### src/mjdc_pkg.sv
package mjdc_pkg;

    typedef struct packed {
        logic        func;
        logic [15:0] mjd_in;
        logic [7:0]  year_in;
        logic [3:0]  month_in;
        logic [4:0]  day_in;
    } t_in_item;

    typedef struct packed {
        logic [15:0] mjd_out;
        logic [7:0]  year_out;
        logic [3:0]  month_out;
        logic [4:0]  day_out;
    } t_out_item;

    typedef enum logic {
        DIR_TO_DATE = 1'b0,
        DIR_TO_MJD  = 1'b1
    } t_dir;

    // Pipeline depth: four year stages, four month stages, one output stage.
    localparam int STG_YR = 4;
    localparam int STG_MO = 4;
    localparam int NSTG   = STG_YR + STG_MO + 1;

    typedef struct packed {
        logic [NSTG-1:0] load;
        logic            in_rdy;
        logic            out_vld;
    } t_ctl;

    // Everything an item carries down the pipeline.
    typedef struct packed {
        logic               func;
        logic [15:0]        mjd;
        logic               nneg;
        logic [22:0]        nabs;
        logic [7:0]         q0;
        logic signed [8:0]  y;
        logic signed [17:0] yd;
        logic signed [17:0] u;
        logic [4:0]         qm0;
        logic signed [5:0]  m;
        logic signed [10:0] md;
        logic signed [8:0]  yk;
        logic [4:0]         mm;
        logic [4:0]         d1;
        logic signed [17:0] yd1;
        logic signed [10:0] md1;
        logic [15:0]        mjd1;
    } t_work;

    // Year estimate: y = trunc((100 * mjd - 1507820) / 36525).
    localparam logic [23:0] YR_MUL = 24'd100;
    localparam logic [23:0] YR_OFS = 24'd1507820;
    localparam logic [23:0] YR_DIV = 24'd36525;
    localparam logic [30:0] YR_RCP = 31'd229;

    // Month estimate: m = trunc((10000 * (mjd - yd - 14956) - 1000) / 306001).
    localparam logic [31:0] MO_MUL  = 32'd10000;
    localparam logic [31:0] MO_FRAC = 32'd1000;
    localparam logic [23:0] MO_DIV  = 24'd306001;
    localparam logic [27:0] MO_RCP  = 28'd27;

    localparam logic signed [17:0] MJD_BASE = 18'sd14956;
    localparam logic signed [19:0] YD_MUL   = 20'sd1461;
    localparam logic [9:0]         MD_MUL   = 10'd30;

    localparam logic [3:0]        MONTH_JAN    = 4'd1;
    localparam logic [3:0]        MONTH_FEB    = 4'd2;
    localparam logic [4:0]        MONTH_SHIFT  = 5'd12;
    localparam logic signed [5:0] MONTH_WRAP0  = 6'sd14;
    localparam logic signed [5:0] MONTH_WRAP1  = 6'sd15;
    localparam logic signed [5:0] MONTH_YEAR   = 6'sd12;

    // floor(3 * a / 5): the part of trunc(a * 30.6001) above 30 * a, for a below 32.
    localparam logic [4:0] MD_FRAC_TAB [32] = '{
        5'd0,  5'd0,  5'd1,  5'd1,  5'd2,  5'd3,  5'd3,  5'd4,
        5'd4,  5'd5,  5'd6,  5'd6,  5'd7,  5'd7,  5'd8,  5'd9,
        5'd9,  5'd10, 5'd10, 5'd11, 5'd12, 5'd12, 5'd13, 5'd13,
        5'd14, 5'd15, 5'd15, 5'd16, 5'd16, 5'd17, 5'd18, 5'd18
    };

    // trunc(y * 365.25), rounding toward zero for negative years.
    function automatic logic signed [17:0] year_days(input logic signed [8:0] y);
        logic signed [19:0] p;
        logic signed [19:0] q;
        p = 20'(y) * YD_MUL;
        q = (p < 20'sd0) ? ((p + 20'sd3) >>> 2) : (p >>> 2);
        return 18'(q);
    endfunction

    // trunc(m * 30.6001), symmetric about zero.
    function automatic logic signed [10:0] month_days(input logic signed [5:0] m);
        logic [4:0]  a;
        logic [9:0]  v;
        logic signed [10:0] s;
        a = m[5] ? 5'(-m) : m[4:0];
        v = 10'(a) * MD_MUL + 10'(MD_FRAC_TAB[a]);
        s = $signed({1'b0, v});
        return m[5] ? -s : s;
    endfunction

endpackage

### src/mjdc_ctrl.sv
module mjdc_ctrl
    import mjdc_pkg::*;
(
    input  logic i_clk,
    input  logic i_rst_n,
    input  logic i_in_valid,
    input  logic i_out_stall,
    output t_ctl o_ctl
);

    logic [NSTG-1:0] r_vld;
    logic [NSTG-1:0] n_vld;
    logic [NSTG-1:0] rdy;
    logic [NSTG-1:0] src;

    // A stage takes new data when it is empty or its content moves on.
    always_comb begin
        logic nxt;
        nxt = !i_out_stall;
        for (int i = NSTG - 1; i >= 0; i--) begin
            rdy[i] = !r_vld[i] || nxt;
            nxt    = rdy[i];
        end
        src   = {r_vld[NSTG-2:0], i_in_valid};
        n_vld = (rdy & src) | (~rdy & r_vld);
        o_ctl.load    = rdy & src;
        o_ctl.in_rdy  = rdy[0];
        o_ctl.out_vld = r_vld[NSTG-1];
    end

    always_ff @(posedge i_clk) begin
        if (!i_rst_n) begin
            r_vld <= '0;
        end else begin
            r_vld <= n_vld;
        end
    end

endmodule

### src/mjdc_yr.sv
module mjdc_yr
    import mjdc_pkg::*;
(
    input  logic              i_clk,
    input  logic [STG_YR-1:0] i_load,
    input  t_in_item          i_item,
    output t_work             o_work
);

    t_work r_s1, r_s2, r_s3, r_s4;
    t_work n_s1, n_s2, n_s3, n_s4;

    // Stage 1: offset numerator of the year estimate, and the date-side prep.
    always_comb begin
        logic [23:0] p;
        logic        k;
        n_s1      = '0;
        n_s1.func = i_item.func;
        n_s1.mjd  = i_item.mjd_in;
        p = 24'(i_item.mjd_in) * YR_MUL;
        if (p >= YR_OFS) begin
            n_s1.nneg = 1'b0;
            n_s1.nabs = 23'(p - YR_OFS);
        end else begin
            n_s1.nneg = 1'b1;
            n_s1.nabs = 23'(YR_OFS - p);
        end
        k = (i_item.month_in == MONTH_JAN) || (i_item.month_in == MONTH_FEB);
        n_s1.yk = $signed({1'b0, i_item.year_in}) - $signed({8'b0, k});
        n_s1.mm = 5'(i_item.month_in) + 5'd1 + (k ? MONTH_SHIFT : 5'd0);
        n_s1.d1 = i_item.day_in;
    end

    // Stage 2: reciprocal estimate of the quotient, one short at most.
    always_comb begin
        logic [30:0] p;
        n_s2     = r_s1;
        p        = 31'(r_s1.nabs) * YR_RCP;
        n_s2.q0  = p[30:23];
        n_s2.yd1 = year_days($signed(r_s1.yk));
    end

    // Stage 3: remainder check fixes the quotient, then the sign is applied.
    always_comb begin
        logic [23:0] rem;
        logic [7:0]  q;
        n_s3     = r_s2;
        rem      = 24'(r_s2.nabs) - 24'(r_s2.q0) * YR_DIV;
        q        = r_s2.q0 + 8'(rem >= YR_DIV);
        n_s3.y   = r_s2.nneg ? -$signed({1'b0, q}) : $signed({1'b0, q});
        n_s3.md1 = month_days($signed({1'b0, r_s2.mm}));
    end

    // Stage 4: day count of the year; the date-to-MJD sum completes here.
    always_comb begin
        logic signed [17:0] s;
        n_s4    = r_s3;
        n_s4.yd = year_days($signed(r_s3.y));
        s = MJD_BASE + $signed({13'b0, r_s3.d1}) + $signed(r_s3.yd1)
            + 18'($signed(r_s3.md1));
        n_s4.mjd1 = s[15:0];
    end

    always_ff @(posedge i_clk) begin
        if (i_load[0]) begin
            r_s1 <= n_s1;
        end
        if (i_load[1]) begin
            r_s2 <= n_s2;
        end
        if (i_load[2]) begin
            r_s3 <= n_s3;
        end
        if (i_load[3]) begin
            r_s4 <= n_s4;
        end
    end

    assign o_work = r_s4;

endmodule

### src/mjdc_mo.sv
module mjdc_mo
    import mjdc_pkg::*;
(
    input  logic              i_clk,
    input  logic [STG_MO-1:0] i_load,
    input  t_work             i_work,
    output t_work             o_work
);

    t_work r_s5, r_s6, r_s7, r_s8;
    t_work n_s5, n_s6, n_s7, n_s8;

    // Stage 5: days into the shifted year, scaled for the month estimate.
    always_comb begin
        logic signed [17:0] u;
        logic [17:0]        ua;
        logic [31:0]        p;
        n_s5   = i_work;
        u      = $signed({2'b0, i_work.mjd}) - $signed(i_work.yd) - MJD_BASE;
        n_s5.u = u;
        ua     = (u > 18'sd0) ? 18'(u) : 18'(-u);
        p      = 32'(ua) * MO_MUL;
        if (u > 18'sd0) begin
            n_s5.nneg = 1'b0;
            n_s5.nabs = 23'(p - MO_FRAC);
        end else begin
            n_s5.nneg = 1'b1;
            n_s5.nabs = 23'(p + MO_FRAC);
        end
    end

    // Stage 6: reciprocal estimate of the month quotient.
    always_comb begin
        logic [27:0] p;
        n_s6     = r_s5;
        p        = 28'(r_s5.nabs) * MO_RCP;
        n_s6.qm0 = p[27:23];
    end

    // Stage 7: correction and sign.
    always_comb begin
        logic [23:0] rem;
        logic [4:0]  q;
        n_s7   = r_s6;
        rem    = 24'(r_s6.nabs) - 24'(r_s6.qm0) * MO_DIV;
        q      = r_s6.qm0 + 5'(rem >= MO_DIV);
        n_s7.m = r_s6.nneg ? -$signed({1'b0, q}) : $signed({1'b0, q});
    end

    // Stage 8: day count of the months before this one.
    always_comb begin
        n_s8    = r_s7;
        n_s8.md = month_days($signed(r_s7.m));
    end

    always_ff @(posedge i_clk) begin
        if (i_load[0]) begin
            r_s5 <= n_s5;
        end
        if (i_load[1]) begin
            r_s6 <= n_s6;
        end
        if (i_load[2]) begin
            r_s7 <= n_s7;
        end
        if (i_load[3]) begin
            r_s8 <= n_s8;
        end
    end

    assign o_work = r_s8;

endmodule

### src/mjd_calendar_date_converter.sv
// An accepted item moves through the stage registers in order into the output register.
// Throughput: one item per clock when not stalled; every stage is a plain register with
// its own valid bit. The rate is set by the nine-stage pipeline, in which each constant
// division is a reciprocal multiply in one stage and a remainder correction in the next.
// Reset (synchronous, active low) clears all valid bits; the data registers are not reset.
module mjd_calendar_date_converter
    import mjdc_pkg::*;
(
    input  logic      i_clk,
    input  logic      i_rst_n,
    input  logic      i_in_valid,
    output logic      o_in_stall,
    input  t_in_item  i_in_item,
    output logic      o_out_valid,
    input  logic      i_out_stall,
    output t_out_item o_out_item
);

    // Stage control. Each stage moves when it is empty or when the stage after
    // it moves, so bubbles close up and an item can enter while a finished
    // result still waits at the output.
    t_ctl ctl;

    mjdc_ctrl u_ctrl (
        .i_clk       (i_clk),
        .i_rst_n     (i_rst_n),
        .i_in_valid  (i_in_valid),
        .i_out_stall (i_out_stall),
        .o_ctl       (ctl)
    );

    assign o_in_stall  = !ctl.in_rdy;
    assign o_out_valid = ctl.out_vld;

    // Stages 1 to 4: year quotient and its day count. The calendar-to-MJD
    // direction is short and finishes inside these stages as well.
    t_work yr_work;

    mjdc_yr u_yr (
        .i_clk  (i_clk),
        .i_load (ctl.load[STG_YR-1:0]),
        .i_item (i_in_item),
        .o_work (yr_work)
    );

    // Stages 5 to 8: month quotient and its day count.
    t_work mo_work;

    mjdc_mo u_mo (
        .i_clk  (i_clk),
        .i_load (ctl.load[STG_YR+STG_MO-1:STG_YR]),
        .i_work (yr_work),
        .o_work (mo_work)
    );

    // Stage 9: the day of month, the correction for months 14 and 15 (which
    // belong to January and February of the next year), and the output item.
    // The fields that do not belong to the chosen direction are driven to zero.
    t_out_item r_out;
    t_out_item n_out;

    always_comb begin
        logic signed [17:0] d;
        logic               k;
        logic signed [8:0]  yf;
        logic signed [5:0]  mf;
        d  = $signed(mo_work.u) - 18'($signed(mo_work.md));
        k  = ($signed(mo_work.m) == MONTH_WRAP0) || ($signed(mo_work.m) == MONTH_WRAP1);
        yf = $signed(mo_work.y) + $signed({8'b0, k});
        mf = $signed(mo_work.m) - 6'sd1 - (k ? MONTH_YEAR : 6'sd0);
        n_out = '0;
        if (mo_work.func == DIR_TO_MJD) begin
            n_out.mjd_out = mo_work.mjd1;
        end else begin
            n_out.year_out  = yf[7:0];
            n_out.month_out = mf[3:0];
            n_out.day_out   = d[4:0];
        end
    end

    always_ff @(posedge i_clk) begin
        if (ctl.load[NSTG-1]) begin
            r_out <= n_out;
        end
    end

    assign o_out_item = r_out;

endmodule

### config.mk
export PLATFORM = sky130hd
export DESIGN_NAME = mjd_calendar_date_converter
export DESIGN_NICKNAME = d
export VERILOG_FILES = /design/src/mjdc_pkg.sv /design/src/mjdc_ctrl.sv /design/src/mjdc_yr.sv /design/src/mjdc_mo.sv /design/src/mjd_calendar_date_converter.sv
export SDC_FILE = /design/constraint.sdc
export NUM_CORES = 2
export LEC_CHECK = 0
export BUFFER_PORTS_ARGS = -buffer_cell sky130_fd_sc_hd__buf_2
export CAP_MARGIN = 30
export CORE_AREA = 2 2 245 247
export CTS_CLUSTER_SIZE = 20
export DETAILED_ROUTE_END_ITERATION = 8
export DIE_AREA = 0 0 247 249
export PLACE_DENSITY = 0.9
export SLEW_MARGIN = 5
export SYNTH_ARGS = -nofsm -noshare
export SYNTH_HDL_FRONTEND = slang
export SYNTH_SLANG_ARGS = --single-unit
### constraint.sdc
create_clock -name i_clk -period 23.6 [get_ports i_clk]
set_clock_uncertainty 0.1 [all_clocks]
set_input_delay 0 -clock i_clk [delete_from_list [all_inputs] [get_ports i_clk]]
set_output_delay 0 -clock i_clk [all_outputs]
set_load 0.01 [all_outputs]
==> After elaboration in Yosys (flattened, before gate mapping) <==
Memories as Yosys holds them, arrays and structs flattened.
Index checks and enable logic that the tools add are counted.
{ "totals": {"reg_bits": 483, "mem_bits_ro": 320, "input_bits": 38, "output_inout_bits": 35, "word_cells": 153, "n_memories": 2} }
{ "classes": {"addsub": 29, "multipliers": 10, "order_cmp": 8, "eq_ne": 4, "muxes": 15, "bitwise_logic": 6, "n_reduce_logical": 22} }
{ "mem_list": {"columns": ["memory", "words", "word_bits", "rd", "rd_ports_with_merged_regs", "wr", "line", "rtl"], "rows": [
  ["(name not given)", 32, 5, 1, 0, 0, "mjdc_pkg.sv:101", "v = 10'(a) * MD_MUL + 10'(MD_FRAC_TAB[a]);"],
  ["(name not given)", 32, 5, 1, 0, 0, "mjdc_pkg.sv:101", null]
]} }
{ "ops": {"columns": ["operator", "n"], "rows": [
  ["$mux W24", 2],
  ["$sub A23 B24 Y24", 2],
  ["$lt A20 B1 Y1 const B", 2],
  ["$mul A9 B12 Y20 const B", 2],
  ["$mux W18", 2],
  ["$mux W5", 7],
  ["$mul A23 B8 Y31 const B", 1],
  ["$mul A23 B5 Y28 const B", 1],
  ["$ge A24 B16 Y1 const B", 1],
  ["$ge A24 B19 Y1 const B", 1],
  ["$mul A5 B19 Y24 const B", 1],
  ["$mul A8 B16 Y24 const B", 1],
  ["$add A23 B10 Y23 const B", 1],
  ["$ge A23 B21 Y1 const B", 1],
  ["$sub A21 B23 Y23 const A", 1],
  ["$sub A23 B10 Y23 const B", 1],
  ["$sub A23 B21 Y23 const B", 1],
  ["$mul A16 B5 Y21 const B", 1],
  ["$add A20 B3 Y20 const B", 1],
  ["$mul A18 B10 Y19 const B", 1],
  ["$add A18 B3 Y18 const B", 1],
  ["$and A9 B9 Y9", 2],
  ["$gt A18 B1 Y1 const B", 1],
  ["$neg A18 Y18", 1],
  ["other kinds (32)", 58]
]} }

==> Logic depth before layout (Yosys ltp) <==
{ "depth": {"ltp_word": 13, "ltp_mapped": 39, "mapped_depth_nobuf": 36} }

==> Cells and area by module <==
A second synthesis with hierarchy kept.
{ "hier_totals": {"cells_unflattened": 4159, "hier_area_um2": 57754.1} }
{ "by_module_without_submodules": {"columns": ["mod", "n_inst", "cells_per_inst", "area_per_inst_um2", "seq_area_each_um2"], "rows": [
  ["mjdc_mo", 1, 1845, 29161.7, 19638.8],
  ["mjdc_yr", 1, 2145, 26558.0, 11471.0],
  ["mjd_calendar_date_converter", 1, 121, 1611.5, 991.0],
  ["mjdc_ctrl", 1, 48, 422.9, 180.2]
]} }

==> Worst setup path before layout <==
OpenSTA, ideal clock, no wires.
{ "synth_path": {"kind": "flip-flop to flip-flop", "from": "register u_yr.r_s4 (netlist bit u_yr.o_work[164])", "to": "register u_mo.r_s5 (netlist bit u_mo.n_s6[160]) (data pin)", "setup_time_ns": 0.265, "arrival_time_ns": 8.229, "required_time_ns": 23.235, "path_slack_ns": 15.005, "path_stages_with_launch": 37, "n_path_buf": 3, "synth_period_minus_slack_ns": 8.595, "cell_sequence": "edfxtp_1 -> ha_1 -> ha_1 -> inv_1 -> fa_1 -> nand2b_1 -> a21oi_1 -> o31ai_1 -> xnor2_1 -> nand4bb_1 -> a2111oi_4 -> a31oi_4 -> buf_6 -> clkbuf_1 -> clkbuf_1 -> nor2_1 -> xor2_1 -> ha_1 -> xor2_1 -> ha_1 -> inv_1 -> fa_1 -> inv_1 -> ha_1 -> inv_1 -> fa_1 -> inv_1 -> ha_1 -> a21oi_1 -> o21ai_0 -> a41o_1 -> or2_2 -> xor2_1 -> and3_1 -> or3b_2 -> a21oi_1 -> xnor2_1"} }
{ "synth_lines": {"columns": ["element", "line", "rtl"], "rows": [
  ["start, declared", "mjdc_yr.sv:10", "t_work r_s1, r_s2, r_s3, r_s4;"],
  ["start signal, assigned", "mjdc_yr.sv:75", "r_s4 <= n_s4;"],
  ["end signal, assigned", "mjdc_mo.sv:58", "r_s5 <= n_s5;"],
  ["end, declared", "mjdc_mo.sv:10", "t_work r_s5, r_s6, r_s7, r_s8;"]
]} }

==> summary.txt <==
Yosys
  – Syn nets: 4,256
  – Unique cell type count in the Yosys netlist: 92
  – Cells after Synth: 3,383
  – Ys flop type: edfxtp_1
  – Synthesized cell area: 37,900 µm²
  – EDFF count, synth: 462
  – Post-Syn Area per Cell: 11.2 µm²
  – Yosys warns: 0
  – Yosys reg bits: 471
  – Register area share after synthesis: 37.0%
  – Ys async rst share: 0%

Clock network
  – Post-CTS setup buffers: 0
  – Root Buffer: clkbuf_16
  – H-tree Lvls: 2
  – CTS tree: done
  – Worst-Skew Late Latency: 0.60 ns
  – CTS Buffer Depth: 3
  – Clk slew on worst S/H paths: 0.07 ns
  – Total CTS buffers: 48
  – Clk sink count: 471

Global routing
  – Initial antenna violation count: 0
  – Vias in the first global route: 27,100
  – Largest net degree at the start of global routing: 74
  – Grt ovf: 0
  – First-pass GRT wire length: 137,000 µm
  – GRT Total Usage: 27.9%

STA
  – Final max-slew violation count: 0
  – Final count of negative-setup-slack endpoints: 0
  – Max frequency: 107 MHz
  – Tmin final: 9.33 ns
  – Worst-Margin Slew: 0.983 ns
  – Setup_tns: 0 ns
  – Tcrit/Tclk final: 39.5%
  – Rel. slew slack: 34.4%
  – Final Hold Fails: 0
  – RSZ-0062 raised after global routing: false

Floorplan
  – Die Footprint: 61,500 µm²
  – Die extent in x: 247 µm
  – Row Count: 89
  – Core area: 58,700 µm²
  – Starting Density: 64.7%
  – IO Count: 73
  – Die height: 249 µm

Run
  – MaxCap Viol Count: 0

Routing
  – Via density: 5.94
  – ANT nets after route: 0
  – DR DRC count: 0
  – Routed len/inst: 19.5 µm
  – DRT Pass-1 Iters: 6
  – Total Wirelength: 84,500 µm
  – Vias: 25,800
  – Initial DRC count: 2,173

Hold path
  – Worst hold path type: in -> reg

Final layout
  – Area delta synth->final: 9.42%
  – FF+latch area: 14,100 µm²
  – Layout cells sized above 1: 5.96%
  – # diodes: 0
  – Combined area of the multi-input logic cells: 21,300 µm²
  – Number of filler cells placed in the layout: 3,490
  – NumNets Final: 4,405

Critical path
  – Worst setup SP type: flop
  – CP peak stage delay: 0.75 ns
  – Crit path buf inv count: 7
  – CP top delay family: adder cells
  – Critical path class: reg -> reg
  – Endpoint class of the critical path: flop
  – Slowest stage cell, crit path: fa_1
  – WP data required: 23.82 ns
  – Critical Path Fanout Max: 32
  – CP arrival: 9.55 ns

Placed design
  – Placer Congestion: 0.878
  – IO Port Bufs: 72
  – Post-DP HPWL: 57,600 µm

Status
  – Status: finished clean
-- per-stage QoR --
step | cells | hold slack [ns] | cell area (µm²) | setup slack [ns] | util [%]
4_1_cts | 4344 | 0.00193 | 41500 | 14.50 | 70.7
6_report | 4344 | 0.0276 | 41500 | 14.27 | 70.7
5_1_grt | 4344 | 0.0105 | 41500 | 13.79 | 70.7
2_1_floorplan | 3383 | -0.00113 | 37900 | 15.01 | -
3_5_place_dp | 4206 | 0.0781 | 39400 | 14.51 | 67.1
3_3_place_gp | 4204 | 0.0768 | 39300 | 14.76 | 67.0
-- cell usage after synthesis, drive strengths merged, types with 11 or more instances --
cell | n | area (µm²)
a211oi | 16 | 125
fa | 268 | 5370
edfxtp | 462 | 13900
inv | 666 | 2500
a21oi | 126 | 638
nor2b | 31 | 194
mux2i | 11 | 110
nand3 | 40 | 200
xnor2 | 165 | 1470
nor4 | 13 | 109
ha | 567 | 7090
a31oi | 24 | 165
clkbuf | 30 | 113
nor2 | 183 | 687
o21ai | 99 | 495
and3 | 27 | 169
o211ai | 13 | 97.6
and2 | 27 | 169
o21a | 24 | 180
o31ai | 13 | 108
nor3 | 57 | 297
xor2 | 98 | 858
a21o | 52 | 390
o21bai | 18 | 135
or3 | 17 | 111
nand2b | 24 | 150
a21boi | 16 | 120
nand2 | 140 | 528
-- worst reg2reg max path: cells and delay by family, from the launching register on --
kind,cells,cell delay (ns)
AOI/OAI and AO/OA,7,1.60
xor gates and xnor gates,4,1.03
adders and majority gates,9,3.41
buffers and inverters,7,0.60
DFF,1,0.38
and+or+nand+nor,7,1.94
-- kinds of logic (layout without fill, tap and decap cells) --
kind of cell | after synthesis | after routing | share of synthesized area, %
adder cells (fa/ha/maj) | 835 | 835 | 32.8
buffers and inverters | 700 | 888 | 6.95
AND/OR/NAND/NOR | 610 | 610 | 7.93
AO/OA/AOI/OAI | 488 | 488 | 8.62
multiplexers | 16 | 16 | 0.468
flip-flops | 471 | 471 | 37.0
XOR/XNOR | 263 | 263 | 6.14
-- layout by cell type, fill, tap and decap left out, drive strengths merged, types with 6 or more instances in the layout --
| cell type | synthesis | routed |
|---|---|---|
| o22ai | 8 | 8 |
| or3 | 17 | 17 |
| or2 | 8 | 8 |
| and3 | 27 | 27 |
| and2 | 27 | 27 |
| nand2b | 24 | 24 |
| ha | 567 | 567 |
| nor2b | 31 | 31 |
| dlygate4sd3 | 0 | 49 |
| a211oi | 16 | 16 |
| a21oi | 126 | 126 |
| nor3 | 57 | 57 |
| fa | 268 | 268 |
| o21a | 24 | 24 |
| clkbuf | 30 | 54 |
| nand3 | 40 | 40 |
| a21o | 52 | 52 |
| edfxtp | 462 | 462 |
| nor3b | 10 | 10 |
| dfxtp | 9 | 9 |
| inv | 666 | 669 |
| a31oi | 24 | 24 |
| nor2 | 183 | 183 |
| a2111oi | 10 | 10 |
| xnor2 | 165 | 165 |
| mux2i | 11 | 11 |
| a41oi | 6 | 6 |
| buf | 4 | 84 |
| o21ai | 99 | 99 |
| o21bai | 18 | 18 |
| bufinv | 0 | 8 |
| o211ai | 13 | 13 |
| clkinv | 0 | 22 |
| nor4 | 13 | 13 |
| xor2 | 98 | 98 |
| nand2 | 140 | 140 |
| a21boi | 16 | 16 |
| o31ai | 13 | 13 |
| nand4 | 9 | 9 |
-- final timing paths --
| path | slack, ns | depth (start not counted) | end | startpoint |
|---|---|---|---|---|
| setup / recovery | 14.27 | 34 | u_mo.n_s6[160] | u_yr.o_work[104] |
| hold / removal | 0.03 | 2 | u_yr.n_s2[179] | i_in_item[33] |
| setup reg to reg | 14.27 | 34 | u_mo.n_s6[160] | u_yr.o_work[104] |
| hold reg to reg | 0.31 | 0 | u_yr.n_s4[39] | u_yr.n_s3[39] |
-- state kept, by name, summed over array words and instances (netlist names), 36 cells and up, named ones only --
signal	flops
u_yr.n_s3	73
u_yr.o_work	59
u_yr.n_s2	58
u_yr.n_s4	57
u_mo.n_s7	55
u_mo.n_s6	50
u_mo.o_work	41
u_mo.n_s8	36
-- cell type report --
type | count | share of cell area (%)
multi-input cells | 2212 | 51.4
clock buffers | 54 | 3.00
flip-flops and latches | 471 | 33.9
repair buffers | 133 | 2.34
clock inverters | 35 | 1.03
well taps | 773 | 2.33
inverters | 666 | 6.02
-- layer usage --
| layer | track usage (%) | vias up | wire [µm] |
|---|---|---|---|
| met1 | 32.9 | 12600 | 31400 |
| met2 | 50.2 | 1139 | 44000 |
| met3 | 3.88 | 300 | 5180 |
| li1 | - | 11800 | - |
| met5 | 0 | - | 0 |
| met4 | 12.3 | 0 | 3860 |
-- repair_timing --
action,4_1_cts,5_1_grt
hold buffers,49,0
hold endpoints to repair,82,0
resized for setup,0,0
Power is left out: the tool's default activity adds up to more than one toggle a clock period on the data nets, which glitch-free logic cannot reach.
